--- src/hdl/arpc_pkg.sv ---
// ----------------------------------------------------------------------------
// arpc_pkg
// Shared types and constants of the ARP cache and responder.
// ----------------------------------------------------------------------------
package arpc_pkg;

    localparam logic [10:0] ARP_MIN_LEN = 11'd28;
    localparam logic [15:0] OP_REQ      = 16'd1;
    localparam logic [15:0] OP_REP      = 16'd2;
    localparam logic [15:0] HW_ETH      = 16'd1;
    localparam logic [15:0] PROTO_IP    = 16'h0800;
    localparam logic [1:0]  SEND_REQ    = 2'd1;
    localparam logic [1:0]  SEND_REP    = 2'd2;

    localparam logic [3:0] ST_REPLY_SENT  = 4'd0;
    localparam logic [3:0] ST_REQ_NOT_MINE = 4'd1;
    localparam logic [3:0] ST_UPDATED     = 4'd2;
    localparam logic [3:0] ST_LEARN_EXP   = 4'd3;
    localparam logic [3:0] ST_LEARN_UNEXP = 4'd4;
    localparam logic [3:0] ST_REP_NOT_MINE = 4'd5;
    localparam logic [3:0] ST_BAD_OP      = 4'd6;
    localparam logic [3:0] ST_SHORT       = 4'd7;
    localparam logic [3:0] ST_HIT         = 4'd8;
    localparam logic [3:0] ST_MISS        = 4'd9;
    localparam logic [3:0] ST_NULL_IP     = 4'd10;

    localparam logic [0:0] REG_MY_IP  = 1'd0;
    localparam logic [0:0] REG_MY_MAC = 1'd1;

    // scan kinds
    typedef enum logic [1:0] {
        K_LOOKUP,
        K_LEARN_REQ,
        K_LEARN_REP
    } t_kind;

    typedef enum logic [2:0] {
        S_IDLE,
        S_DECODE,
        S_SCAN,
        S_WAIT,
        S_WRITE,
        S_OUT
    } t_state;

    // controller -> datapath
    typedef struct packed {
        logic load;      // capture input item
        logic scan_rst;  // clear scan index
        logic rd;        // issue table read
        logic step;      // evaluate read data
        logic write;     // write table (learn items), finish
        logic finish;    // finish without write
        logic out_take;  // output taken
    } t_cmd;

    // datapath -> controller
    typedef struct packed {
        logic need_scan; // decoded item requires scan
        logic done;      // scan resolved
    } t_stat;

endpackage

--- src/hdl/arpc_ram.sv ---
// ----------------------------------------------------------------------------
// arpc_ram
// Generic single-port write, single read RAM with registered read.
// ----------------------------------------------------------------------------
module arpc_ram #(
    parameter int WIDTH = 8,
    parameter int DEPTH = 16
) (
    input  logic                     i_clk,
    input  logic                     i_we,
    input  logic [$clog2(DEPTH)-1:0] i_waddr,
    input  logic [WIDTH-1:0]         i_wdata,
    input  logic [$clog2(DEPTH)-1:0] i_raddr,
    output logic [WIDTH-1:0]         o_rdata
);
    logic [WIDTH-1:0] r_mem [DEPTH];
    logic [WIDTH-1:0] r_rdata;

    always_ff @(posedge i_clk) begin
        if (i_we) begin
            r_mem[i_waddr] <= i_wdata;
        end
        r_rdata <= r_mem[i_raddr];
    end

    assign o_rdata = r_rdata;
endmodule

--- src/hdl/arpc_ctrl.sv ---
// ----------------------------------------------------------------------------
// arpc_ctrl
// Sequencer: decode, table scan with registered reads, write-back, output.
// ----------------------------------------------------------------------------
module arpc_ctrl
    import arpc_pkg::*;
(
    input  logic  i_clk,
    input  logic  i_rst_n,
    input  logic  i_in_fire,
    input  logic  i_out_fire,
    input  t_stat i_stat,
    output t_cmd  o_cmd,
    output logic  o_in_ready,
    output logic  o_out_valid
);
    t_state r_state, n_state;

    always_ff @(posedge i_clk) begin
        if (!i_rst_n) begin
            r_state <= S_IDLE;
        end else begin
            r_state <= n_state;
        end
    end

    always_comb begin
        n_state = r_state;
        case (r_state)
            S_IDLE:   if (i_in_fire) n_state = S_DECODE;
            S_DECODE: n_state = i_stat.need_scan ? S_SCAN : S_OUT;
            S_SCAN:   n_state = S_WAIT;
            S_WAIT:   n_state = i_stat.done ? S_WRITE : S_SCAN;
            S_WRITE:  n_state = S_OUT;
            S_OUT:    if (i_out_fire) n_state = S_IDLE;
            default:  n_state = S_IDLE;
        endcase
    end

    always_comb begin
        o_cmd          = '0;
        o_in_ready     = 1'b0;
        o_out_valid    = 1'b0;
        case (r_state)
            S_IDLE: begin
                o_in_ready = 1'b1;
                o_cmd.load = i_in_fire;
            end
            S_DECODE: begin
                o_cmd.scan_rst = 1'b1;
                o_cmd.finish   = !i_stat.need_scan;
            end
            S_SCAN:  o_cmd.rd = 1'b1;
            S_WAIT:  o_cmd.step = 1'b1;
            S_WRITE: o_cmd.write = 1'b1;
            S_OUT: begin
                o_out_valid  = 1'b1;
                o_cmd.out_take = i_out_fire;
            end
            default: ;
        endcase
    end

    a_ready_idle: assert property (@(posedge i_clk) disable iff (!i_rst_n)
        o_in_ready |-> !o_out_valid) else $error("ready while result pending");
    a_out_hold: assert property (@(posedge i_clk) disable iff (!i_rst_n)
        (o_out_valid && !i_out_fire) |=> o_out_valid) else $error("result dropped");
    a_load_dec: assert property (@(posedge i_clk) disable iff (!i_rst_n)
        i_in_fire |=> r_state == S_DECODE) else $error("accept not decoded");
endmodule

--- src/hdl/arpc_dp.sv ---
// ----------------------------------------------------------------------------
// arpc_dp
// Datapath: input capture, decode, table, scan compare and result register.
// ----------------------------------------------------------------------------
module arpc_dp
    import arpc_pkg::*;
#(
    parameter int ENTRY_COUNT = 16
) (
    input  logic        i_clk,
    input  logic        i_rst_n,
    input  t_cmd        i_cmd,
    output t_stat       o_stat,
    input  logic [31:0] i_my_ip,
    input  logic [47:0] i_my_mac,
    input  logic        i_mode,
    input  logic [10:0] i_payload_len,
    input  logic [15:0] i_op_code,
    input  logic [15:0] i_hw_type,
    input  logic [15:0] i_proto_type,
    input  logic [47:0] i_sender_mac,
    input  logic [31:0] i_sender_ip,
    input  logic [31:0] i_target_ip,
    output logic [3:0]  o_status,
    output logic        o_send_valid,
    output logic [1:0]  o_send_op,
    output logic [47:0] o_send_dest_mac,
    output logic [47:0] o_send_target_mac,
    output logic [31:0] o_send_target_ip,
    output logic [47:0] o_found_mac,
    output logic        o_wake_waiter
);
    localparam int AW = $clog2(ENTRY_COUNT);
    localparam logic [AW-1:0] LAST = AW'(ENTRY_COUNT - 1);

    logic        r_mode;
    logic [10:0] r_len;
    logic [15:0] r_op, r_hw, r_pro;
    logic [47:0] r_smac;
    logic [31:0] r_sip, r_tip;
    t_kind       r_kind;
    logic [AW-1:0] r_idx;
    logic [AW-1:0] r_hit_idx;
    logic        r_hit;
    logic [31:0] r_exp_ip;
    logic        r_waiter;
    logic [ENTRY_COUNT-1:0] r_vld;

    logic [3:0]  r_status;
    logic        r_send_valid;
    logic [1:0]  r_send_op;
    logic [47:0] r_dest, r_tmac, r_fmac;
    logic [31:0] r_tgt;
    logic        r_wake;

    logic [31:0] w_ip_rd, w_ip;
    logic [47:0] w_mac_rd, w_mac;
    logic        w_vld;
    logic        w_we;
    logic        w_stop;

    assign w_we = i_cmd.write && (r_kind != K_LOOKUP);

    arpc_ram #(.WIDTH(32), .DEPTH(ENTRY_COUNT)) u_ip_ram (
        .i_clk(i_clk), .i_we(w_we), .i_waddr(r_hit_idx), .i_wdata(r_sip),
        .i_raddr(r_idx), .o_rdata(w_ip_rd));
    arpc_ram #(.WIDTH(48), .DEPTH(ENTRY_COUNT)) u_mac_ram (
        .i_clk(i_clk), .i_we(w_we), .i_waddr(r_hit_idx), .i_wdata(r_smac),
        .i_raddr(r_idx), .o_rdata(w_mac_rd));

    assign w_vld = r_vld[r_idx];
    assign w_ip  = w_vld ? w_ip_rd : 32'd0;
    assign w_mac = w_vld ? w_mac_rd : 48'd0;

    // scan stops at the current slot
    always_comb begin
        w_stop = (r_idx == LAST);
        case (r_kind)
            K_LOOKUP:    if (w_ip == r_tip) w_stop = 1'b1;
            K_LEARN_REQ: if (w_ip == r_sip || w_ip == 32'd0) w_stop = 1'b1;
            K_LEARN_REP: if (w_ip == 32'd0 || w_ip == r_sip) w_stop = 1'b1;
            default: ;
        endcase
    end

    // decode of captured item
    logic [3:0] w_dstat;
    logic       w_need;
    t_kind      w_kind;
    always_comb begin
        w_need  = 1'b0;
        w_kind  = K_LOOKUP;
        w_dstat = ST_BAD_OP;
        if (r_mode) begin
            w_kind = K_LOOKUP;
            if (r_tip == 32'd0) w_dstat = ST_NULL_IP;
            else w_need = 1'b1;
        end else if (r_len < ARP_MIN_LEN) begin
            w_dstat = ST_SHORT;
        end else if (r_op == OP_REQ) begin
            w_kind = K_LEARN_REQ;
            if (r_hw != HW_ETH || r_pro != PROTO_IP || r_tip != i_my_ip)
                w_dstat = ST_REQ_NOT_MINE;
            else w_need = 1'b1;
        end else if (r_op == OP_REP) begin
            w_kind = K_LEARN_REP;
            if (r_tip != i_my_ip) w_dstat = ST_REP_NOT_MINE;
            else w_need = 1'b1;
        end
    end

    assign o_stat.need_scan = w_need;
    assign o_stat.done      = w_stop;

    always_ff @(posedge i_clk) begin
        if (i_cmd.load) begin
            r_mode <= i_mode; r_len <= i_payload_len; r_op <= i_op_code;
            r_hw <= i_hw_type; r_pro <= i_proto_type; r_smac <= i_sender_mac;
            r_sip <= i_sender_ip; r_tip <= i_target_ip;
        end
    end

    always_ff @(posedge i_clk) begin
        if (!i_rst_n) begin
            r_idx <= '0; r_hit <= 1'b0;
            r_hit_idx <= '0; r_exp_ip <= '0; r_waiter <= 1'b0; r_vld <= '0;
            r_kind <= K_LOOKUP;
        end else begin
            if (i_cmd.scan_rst) begin
                r_kind <= w_kind;
                r_idx <= '0; r_hit <= 1'b0;
            end
            if (i_cmd.step) begin
                case (r_kind)
                    K_LOOKUP: begin
                        if (w_ip == r_tip) r_hit <= 1'b1;
                    end
                    K_LEARN_REQ: begin
                        if (w_stop) r_hit_idx <= r_idx;
                    end
                    K_LEARN_REP: begin
                        if (w_ip == 32'd0) begin
                            r_hit_idx <= r_idx; r_hit <= 1'b0;
                        end else if (w_ip == r_sip) begin
                            r_hit_idx <= r_idx; r_hit <= 1'b1;
                        end else if (r_idx == LAST) begin
                            r_hit_idx <= r_idx; r_hit <= 1'b0;
                        end
                    end
                    default: ;
                endcase
                if (!w_stop) r_idx <= r_idx + 1'b1;
            end
            if (i_cmd.write) begin
                case (r_kind)
                    K_LOOKUP: if (!r_hit) begin
                        r_exp_ip <= r_tip; r_waiter <= 1'b1;
                    end
                    K_LEARN_REP: r_waiter <= 1'b0;
                    default: ;
                endcase
            end
            if (w_we) r_vld[r_hit_idx] <= 1'b1;
        end
    end

    // result register; hit mac is read data still held at the hit index
    always_ff @(posedge i_clk) begin
        if (i_cmd.finish) begin
            r_status <= w_dstat; r_send_valid <= 1'b0; r_send_op <= '0;
            r_dest <= '0; r_tmac <= '0; r_tgt <= '0; r_fmac <= '0; r_wake <= 1'b0;
        end
        if (i_cmd.write) begin
            r_send_valid <= 1'b0; r_send_op <= '0; r_dest <= '0; r_tmac <= '0;
            r_tgt <= '0; r_fmac <= '0; r_wake <= 1'b0;
            case (r_kind)
                K_LOOKUP: begin
                    if (r_hit) begin
                        r_status <= ST_HIT; r_fmac <= w_mac;
                    end else begin
                        r_status <= ST_MISS; r_send_valid <= 1'b1; r_send_op <= SEND_REQ;
                        r_dest <= '1; r_tgt <= r_tip;
                    end
                end
                K_LEARN_REQ: begin
                    r_status <= ST_REPLY_SENT; r_send_valid <= 1'b1;
                    r_send_op <= SEND_REP; r_dest <= r_smac; r_tmac <= r_smac;
                    r_tgt <= r_sip;
                end
                default: begin
                    r_wake <= r_waiter;
                    if (r_hit) r_status <= ST_UPDATED;
                    else r_status <= (r_exp_ip != r_sip) ? ST_LEARN_UNEXP : ST_LEARN_EXP;
                end
            endcase
        end
    end

    assign o_status = r_status; assign o_send_valid = r_send_valid;
    assign o_send_op = r_send_op; assign o_send_dest_mac = r_dest;
    assign o_send_target_mac = r_tmac; assign o_send_target_ip = r_tgt;
    assign o_found_mac = r_fmac; assign o_wake_waiter = r_wake;

    logic w_unused;
    assign w_unused = ^i_my_mac ^ i_cmd.out_take;
endmodule

--- src/hdl/arp_responder_cache.sv ---
// ----------------------------------------------------------------------------
// arp_responder_cache
// ARP table with request responder and address resolution.
// ----------------------------------------------------------------------------
// Input stream s_axis: one transaction per ARP payload or lookup; tuser holds
// mode. Output stream m_axis: exactly one result per input transaction.
// Configuration: i_cfg_we writes my_ip (index 0) or my_mac (index 1).
// One item is in flight at a time; s_axis_tready is high only while idle.
// An item without a table scan (short, bad op, not mine, null lookup) goes from
// decode to output; otherwise the scan reads slots in order until it stops, at
// the last slot at the latest; each scan step is one registered table RAM read.
// A result is held on m_axis until taken; a stalled receiver holds the block.
// Reset clears the table valid bits, the waiter and the address registers at once.
// ----------------------------------------------------------------------------
module arp_responder_cache
    import arpc_pkg::*;
#(
    parameter int ENTRY_COUNT = 16
) (
    input  logic         i_clk,
    input  logic         i_rst_n,
    input  logic         i_cfg_we,
    input  logic         i_cfg_index,
    input  logic [47:0]  i_cfg_data,
    input  logic         s_axis_tvalid,
    output logic         s_axis_tready,
    // payload_len, op_code, hw_type, proto_type, sender_mac, sender_ip, target_ip
    input  logic [175:0] s_axis_tdata,
    // mode
    input  logic         s_axis_tuser,
    output logic         m_axis_tvalid,
    input  logic         m_axis_tready,
    // status, send_op, send_dest_mac, send_target_mac, send_target_ip, found_mac
    output logic [183:0] m_axis_tdata,
    // send_valid, wake_waiter
    output logic [1:0]   m_axis_tuser
);
    logic [31:0] r_my_ip;
    logic [47:0] r_my_mac;
    t_cmd  w_cmd;
    t_stat w_stat;
    logic  w_in_fire, w_out_fire;
    logic [3:0] w_status; logic w_sv, w_wake; logic [1:0] w_sop;
    logic [47:0] w_dmac, w_tmac, w_fmac; logic [31:0] w_tip;

    always_ff @(posedge i_clk) begin
        if (!i_rst_n) begin
            r_my_ip <= '0; r_my_mac <= '0;
        end else if (i_cfg_we) begin
            if (i_cfg_index == REG_MY_IP) r_my_ip <= i_cfg_data[31:0];
            if (i_cfg_index == REG_MY_MAC) r_my_mac <= i_cfg_data;
        end
    end

    assign w_in_fire  = s_axis_tvalid && s_axis_tready;
    assign w_out_fire = m_axis_tvalid && m_axis_tready;

    arpc_ctrl u_ctrl (
        .i_clk(i_clk), .i_rst_n(i_rst_n), .i_in_fire(w_in_fire),
        .i_out_fire(w_out_fire), .i_stat(w_stat), .o_cmd(w_cmd),
        .o_in_ready(s_axis_tready), .o_out_valid(m_axis_tvalid));

    arpc_dp #(.ENTRY_COUNT(ENTRY_COUNT)) u_dp (
        .i_clk(i_clk), .i_rst_n(i_rst_n), .i_cmd(w_cmd), .o_stat(w_stat),
        .i_my_ip(r_my_ip), .i_my_mac(r_my_mac), .i_mode(s_axis_tuser),
        .i_payload_len(s_axis_tdata[10:0]), .i_op_code(s_axis_tdata[26:11]),
        .i_hw_type(s_axis_tdata[42:27]), .i_proto_type(s_axis_tdata[58:43]),
        .i_sender_mac(s_axis_tdata[106:59]), .i_sender_ip(s_axis_tdata[138:107]),
        .i_target_ip(s_axis_tdata[170:139]),
        .o_status(w_status), .o_send_valid(w_sv), .o_send_op(w_sop),
        .o_send_dest_mac(w_dmac), .o_send_target_mac(w_tmac),
        .o_send_target_ip(w_tip), .o_found_mac(w_fmac), .o_wake_waiter(w_wake));

    assign m_axis_tdata = {2'b00, w_fmac, w_tip, w_tmac, w_dmac, w_sop, w_status};
    assign m_axis_tuser = {w_wake, w_sv};

    logic w_unused_in;
    assign w_unused_in = ^s_axis_tdata[175:171];
endmodule

--- config.mk ---
export PLATFORM = sky130hd
export DESIGN_NAME = arp_responder_cache
export DESIGN_NICKNAME = d
export VERILOG_FILES = /design/src/hdl/arpc_pkg.sv /design/src/hdl/arpc_ram.sv /design/src/hdl/arpc_ctrl.sv /design/src/hdl/arpc_dp.sv /design/src/hdl/arp_responder_cache.sv
export SDC_FILE = /design/constraint.sdc
export NUM_CORES = 2
export LEC_CHECK = 0
export ABC_AREA = 1
export BUFFER_PORTS_ARGS = -buffer_cell sky130_fd_sc_hd__buf_2
export CAP_MARGIN = 20
export CORE_ASPECT_RATIO = 1.5
export CORE_UTILIZATION = 55
export CTS_CLUSTER_SIZE = 25
export DETAILED_ROUTE_END_ITERATION = 10
export MAX_ROUTING_LAYER = met4
export PLACE_DENSITY = 0.85
export SLEW_MARGIN = 20
export SYNTH_ARGS = -nofsm -noshare
export SYNTH_HDL_FRONTEND = slang
export SYNTH_SLANG_ARGS = --single-unit
--- constraint.sdc ---
create_clock -name i_clk -period 10.4 [get_ports i_clk]
set_clock_uncertainty 0.2 [all_clocks]
set_input_delay 0.52 -clock i_clk [delete_from_list [all_inputs] [get_ports i_clk]]
set_output_delay 0.52 -clock i_clk [all_outputs]
set_load 0.005 [all_outputs]
==> impl_metrics.yaml <==
routing:
  firstDrtPassIters: 9
  dr_total_vias: 46184
  drtIter0Drc: 5742
  via_per_inst: 6.12
  ant_nets: 0
  wirelength_mm: 179
  drc: 0
  wl_per_cell_um: 23.8
setup_path:
  critPathMaxStageDelay_ns: 0.97
  critical_path_required_ns: 10.90
  cpMostUsedCell: "nand2_1"
  path_cells: "buf_4, inv_2, buf_4, nand3_1, nand3_1, nand2_4, nand2_1, nand2_1, nand4_1, nor2_1, nand2_1, nor2_1, nand2_1, nand2_1, nand3_2, nand3_2, nand3_1, nand2_1, nor2_1"
  crit_family: "simple AND/OR/NAND/NOR gates"
  critPathMaxFanout: 99
  path_class: "reg2reg"
  slowest_stage: "buf_4"
  critPathArrivalTime_ns: 6.04
  crit_buf_inv: 3
  cp-start-kind: "flop"
  end_kind: "flop"
clocking:
  cts_htree_levels: 4
  cts_buffer_depth: 3
  clock_latency_ns: 0.81
  path_clk_slew_ns: 0.07
  clock-sinks: 1809
  root_buffer: "clkbuf_16"
  cts_made_buffers: 158
  cts_resized: 0
  cts_tree: "built"
grt:
  antenna_found_initial: 7
  grt_pass1_vias: 45952
  grt_max_degree: 261
  groute.usage.overall_pct: 28.6
  grt_first_pass_wirelength_mm: 266
  overflow: 0
synth:
  synth_seq_area_share_pct: 76.3
  syn_avg_cell_area_sq_um: 13.0
  synth_cell_types: 42
  netlist_top_cells_area: "edfxtp_1 71%, o21ai_0 5.6%, dfxtp_1 5.1%, nor2_1 4.8%, nand2_1 2.5%"
  ys_warn_count: 0
  yosys_register_bits: 1809
  syn_inst: 5302
  synth_top_area_share_pct: 71.2
  yosysTopAreaCell: "edfxtp_1"
  syn-cell-area_sq_um: 68900
placed_design:
  place_inst: 7036
  gp_congestion: 0.923
  port_buffers: 393
  dpl_cell_area_sq_um: 72400
  dpl.hpwl_mm: 90.0
floorplan:
  ios: 419
  coreArea_sq_um: 124000
  die_area_sq_um: 127000
  die_h_um: 436
  rows: 158
  die_w_um: 291
  start_util_pct: 55.6
timing:
  fin_crit_sh_pct: 53.3
  setup_viol: 0
  final_hold_viol_count: 0
  finalSetupTns_ns: 0
  rsz0062_at_grt: "no"
  hold-worst-slack_ns: 0.0809
  slew_violations: 0
  tightest_slew_ns: 1.31
  max_slew_margin_pct: 12.5
  fin_crit_ns: 5.54
  fmax_mhz: 181
cells_and_area:
  layout-drive-gt1-share_pct: 12.7
  postLayoutCellArea_sq_um: 79800
  nFillCells: 8156
  regArea_sq_um: 52600
  instances_no_fill: 7541
  nets: 6035
  multi_input_area_sq_um: 14400
  syn2layout_area_growth_pct: 15.7
job:
  max_cap_viol_count: 0
power:
  power_density_nw_per_um2: 196
  peakVddDrop_mv: 0.178
  p_leak_nw: 27.9
status:
  status: "finished, final reports clean"
worst_hold_path:
  worstHoldPathType: "in2reg"
-- metal layers --
metal / wire length (um) / global-route usage, % / vias up
met5: 0 / - / -
met4: 8880 / 14.5 / 0
met3: 16400 / 4.77 / 584
met2: 89900 / 47.2 / 2975
met1: 64100 / 33.9 / 22331
li1: - / - / 20294
-- worst reg2reg max path: stages, from the launching register on --
cell,delay [ns]
dfxtp_4,0.89
buf_4,1.03
inv_2,0.04
buf_4,0.39
nand3_1,0.23
nand3_1,0.14
nand2_4,0.74
nand2_1,0.23
nand2_1,0.25
nand4_1,0.12
nor2_1,0.11
nand2_1,0.09
nor2_1,0.11
nand2_1,0.18
nand2_1,0.14
nand3_2,0.12
nand3_2,0.17
nand3_1,0.10
nand2_1,0.12
nor2_1,0.05
-- logic make-up after synthesis --
group	count (synthesis)	share of synthesized area, %
XOR/XNOR	46	0.584
AO/OA/AOI/OAI	1228	10.2
adder cells (fa/ha/maj)	5	0.0908
buffers and inverters	549	3.05
AND/OR/NAND/NOR	1664	9.84
other	1	0.00544
flip-flops	1809	76.3
-- cell usage after synthesis --
library cell and number:
nand2_1 461, nor3_1 5, nand2_4 1, buf_4 9, o22ai_1 200, a21oi_1 78
o21a_1 1, o41ai_1 5, o211ai_1 41, nand4_1 32, nand3_1 220, o21ai_1 3
a21o_1 1, buf_1 18, o31ai_1 1, edfxtp_1 1634, inv_2 7, buf_2 9
a211oi_1 1, nor4_1 24, xor2_1 11, inv_1 214, clkbuf_1 289, and3_1 1
ha_1 5, conb_1 1, dfxtp_1 175, or2_2 21, a22oi_1 1, o2111ai_1 3
xnor2_1 35, a21boi_0 1, o221ai_1 121, and2_1 2, clkinv_1 3, nor2_1 886
nand3b_1 7, a31oi_2 1, nor4b_1 1, o21ai_0 770, nand3_2 2, nor2_2 1
-- through the flow --
| stage | utilization (%) | worst slack, ns | power (mW) |
|---|---|---|---|
| floorplan | - | 1.75 | 9.24 |
| global placement | 58.4 | 5.03 | 9.61 |
| detailed placement | 58.4 | 5.04 | 9.65 |
| CTS | 64.3 | 5.00 | 15.6 |
| global route | 64.3 | 4.58 | 16.1 |
| finish | 64.3 | 4.86 | 15.6 |
-- final timing paths --
path / startpoint / to / slack, ns / depth (start not counted)
worst max-delay path: u_dp.r_idx[2] / u_dp.r_hit_idx[0] / 4.86 / 19
worst min-delay path: s_axis_tvalid / u_ctrl.r_state[0] / 0.08 / 5
worst max register to register: u_dp.r_idx[2] / u_dp.r_hit_idx[0] / 4.86 / 19
worst min register to register: u_dp.r_waiter / u_dp.r_waiter / 0.27 / 2
-- state kept, by name, indices dropped and copies added, names as in the netlist, 9 cells and up --
signal,cells
u_dp.r_smac,48
u_dp.r_sip,32
r_my_ip,32
u_dp.r_op,16
u_dp.r_pro,16
u_dp.u_mac_ram.r_mem,768
u_dp.u_ip_ram.r_mem,512
u_dp.r_len,9
u_dp.o_send_target_mac,48
u_dp.o_send_dest_mac,48
u_dp.r_vld,16
u_dp.u_ip_ram.o_rdata,32
u_dp.o_found_mac,48
u_dp.o_send_target_ip,32
u_dp.r_exp_ip,32
u_dp.u_mac_ram.o_rdata,48
u_dp.r_hw,16
u_dp.r_tip,32
-- timing repair --
action	CTS	global route
hold buffers	203	0
buffers inserted	0	0
hold endpoints to repair	204	0
-- power by group --
part	switching, mW	internal [mW]	total [mW]
Clock	2.63	3.42	6.04
Sequential	0.338	8.39	8.73
Combinational	0.571	0.304	0.874
Total	3.54	12.1	15.6
-- final cells by class --
| class | instances | share of cell area (%) |
|---|---|---|
| antenna | 7 | 0.0220 |
| clock buffer | 217 | 5.51 |
| clock inverter | 78 | 1.19 |
| inverter | 224 | 1.07 |
| multi-input combinational | 2945 | 18.1 |
| sequential | 1809 | 65.9 |
| tap | 1600 | 2.51 |
| timing repair buffer | 661 | 5.69 |
-- cell usage in the layout (no fill, tap or decap), types with 19 or more instances in the layout --
cell type,synthesis,routed
inv_1,214,211
nor4_1,24,24
nor2_1,886,867
clkinv_1,3,19
clkinv_2,0,22
dlygate4sd3_1,0,203
or2_2,21,21
nand2_1,461,460
a21oi_1,78,78
o21ai_0,770,770
buf_2,9,393
clkbuf_1,289,43
dfxtp_1,175,172
clkbuf_16,0,163
o221ai_1,121,121
nand4_1,32,32
edfxtp_1,1634,1634
xnor2_1,35,35
nand3_1,220,220
o211ai_1,41,41
nor2_4,0,19
buf_4,9,60
o22ai_1,200,200
(Power assumes the default switching activity.)
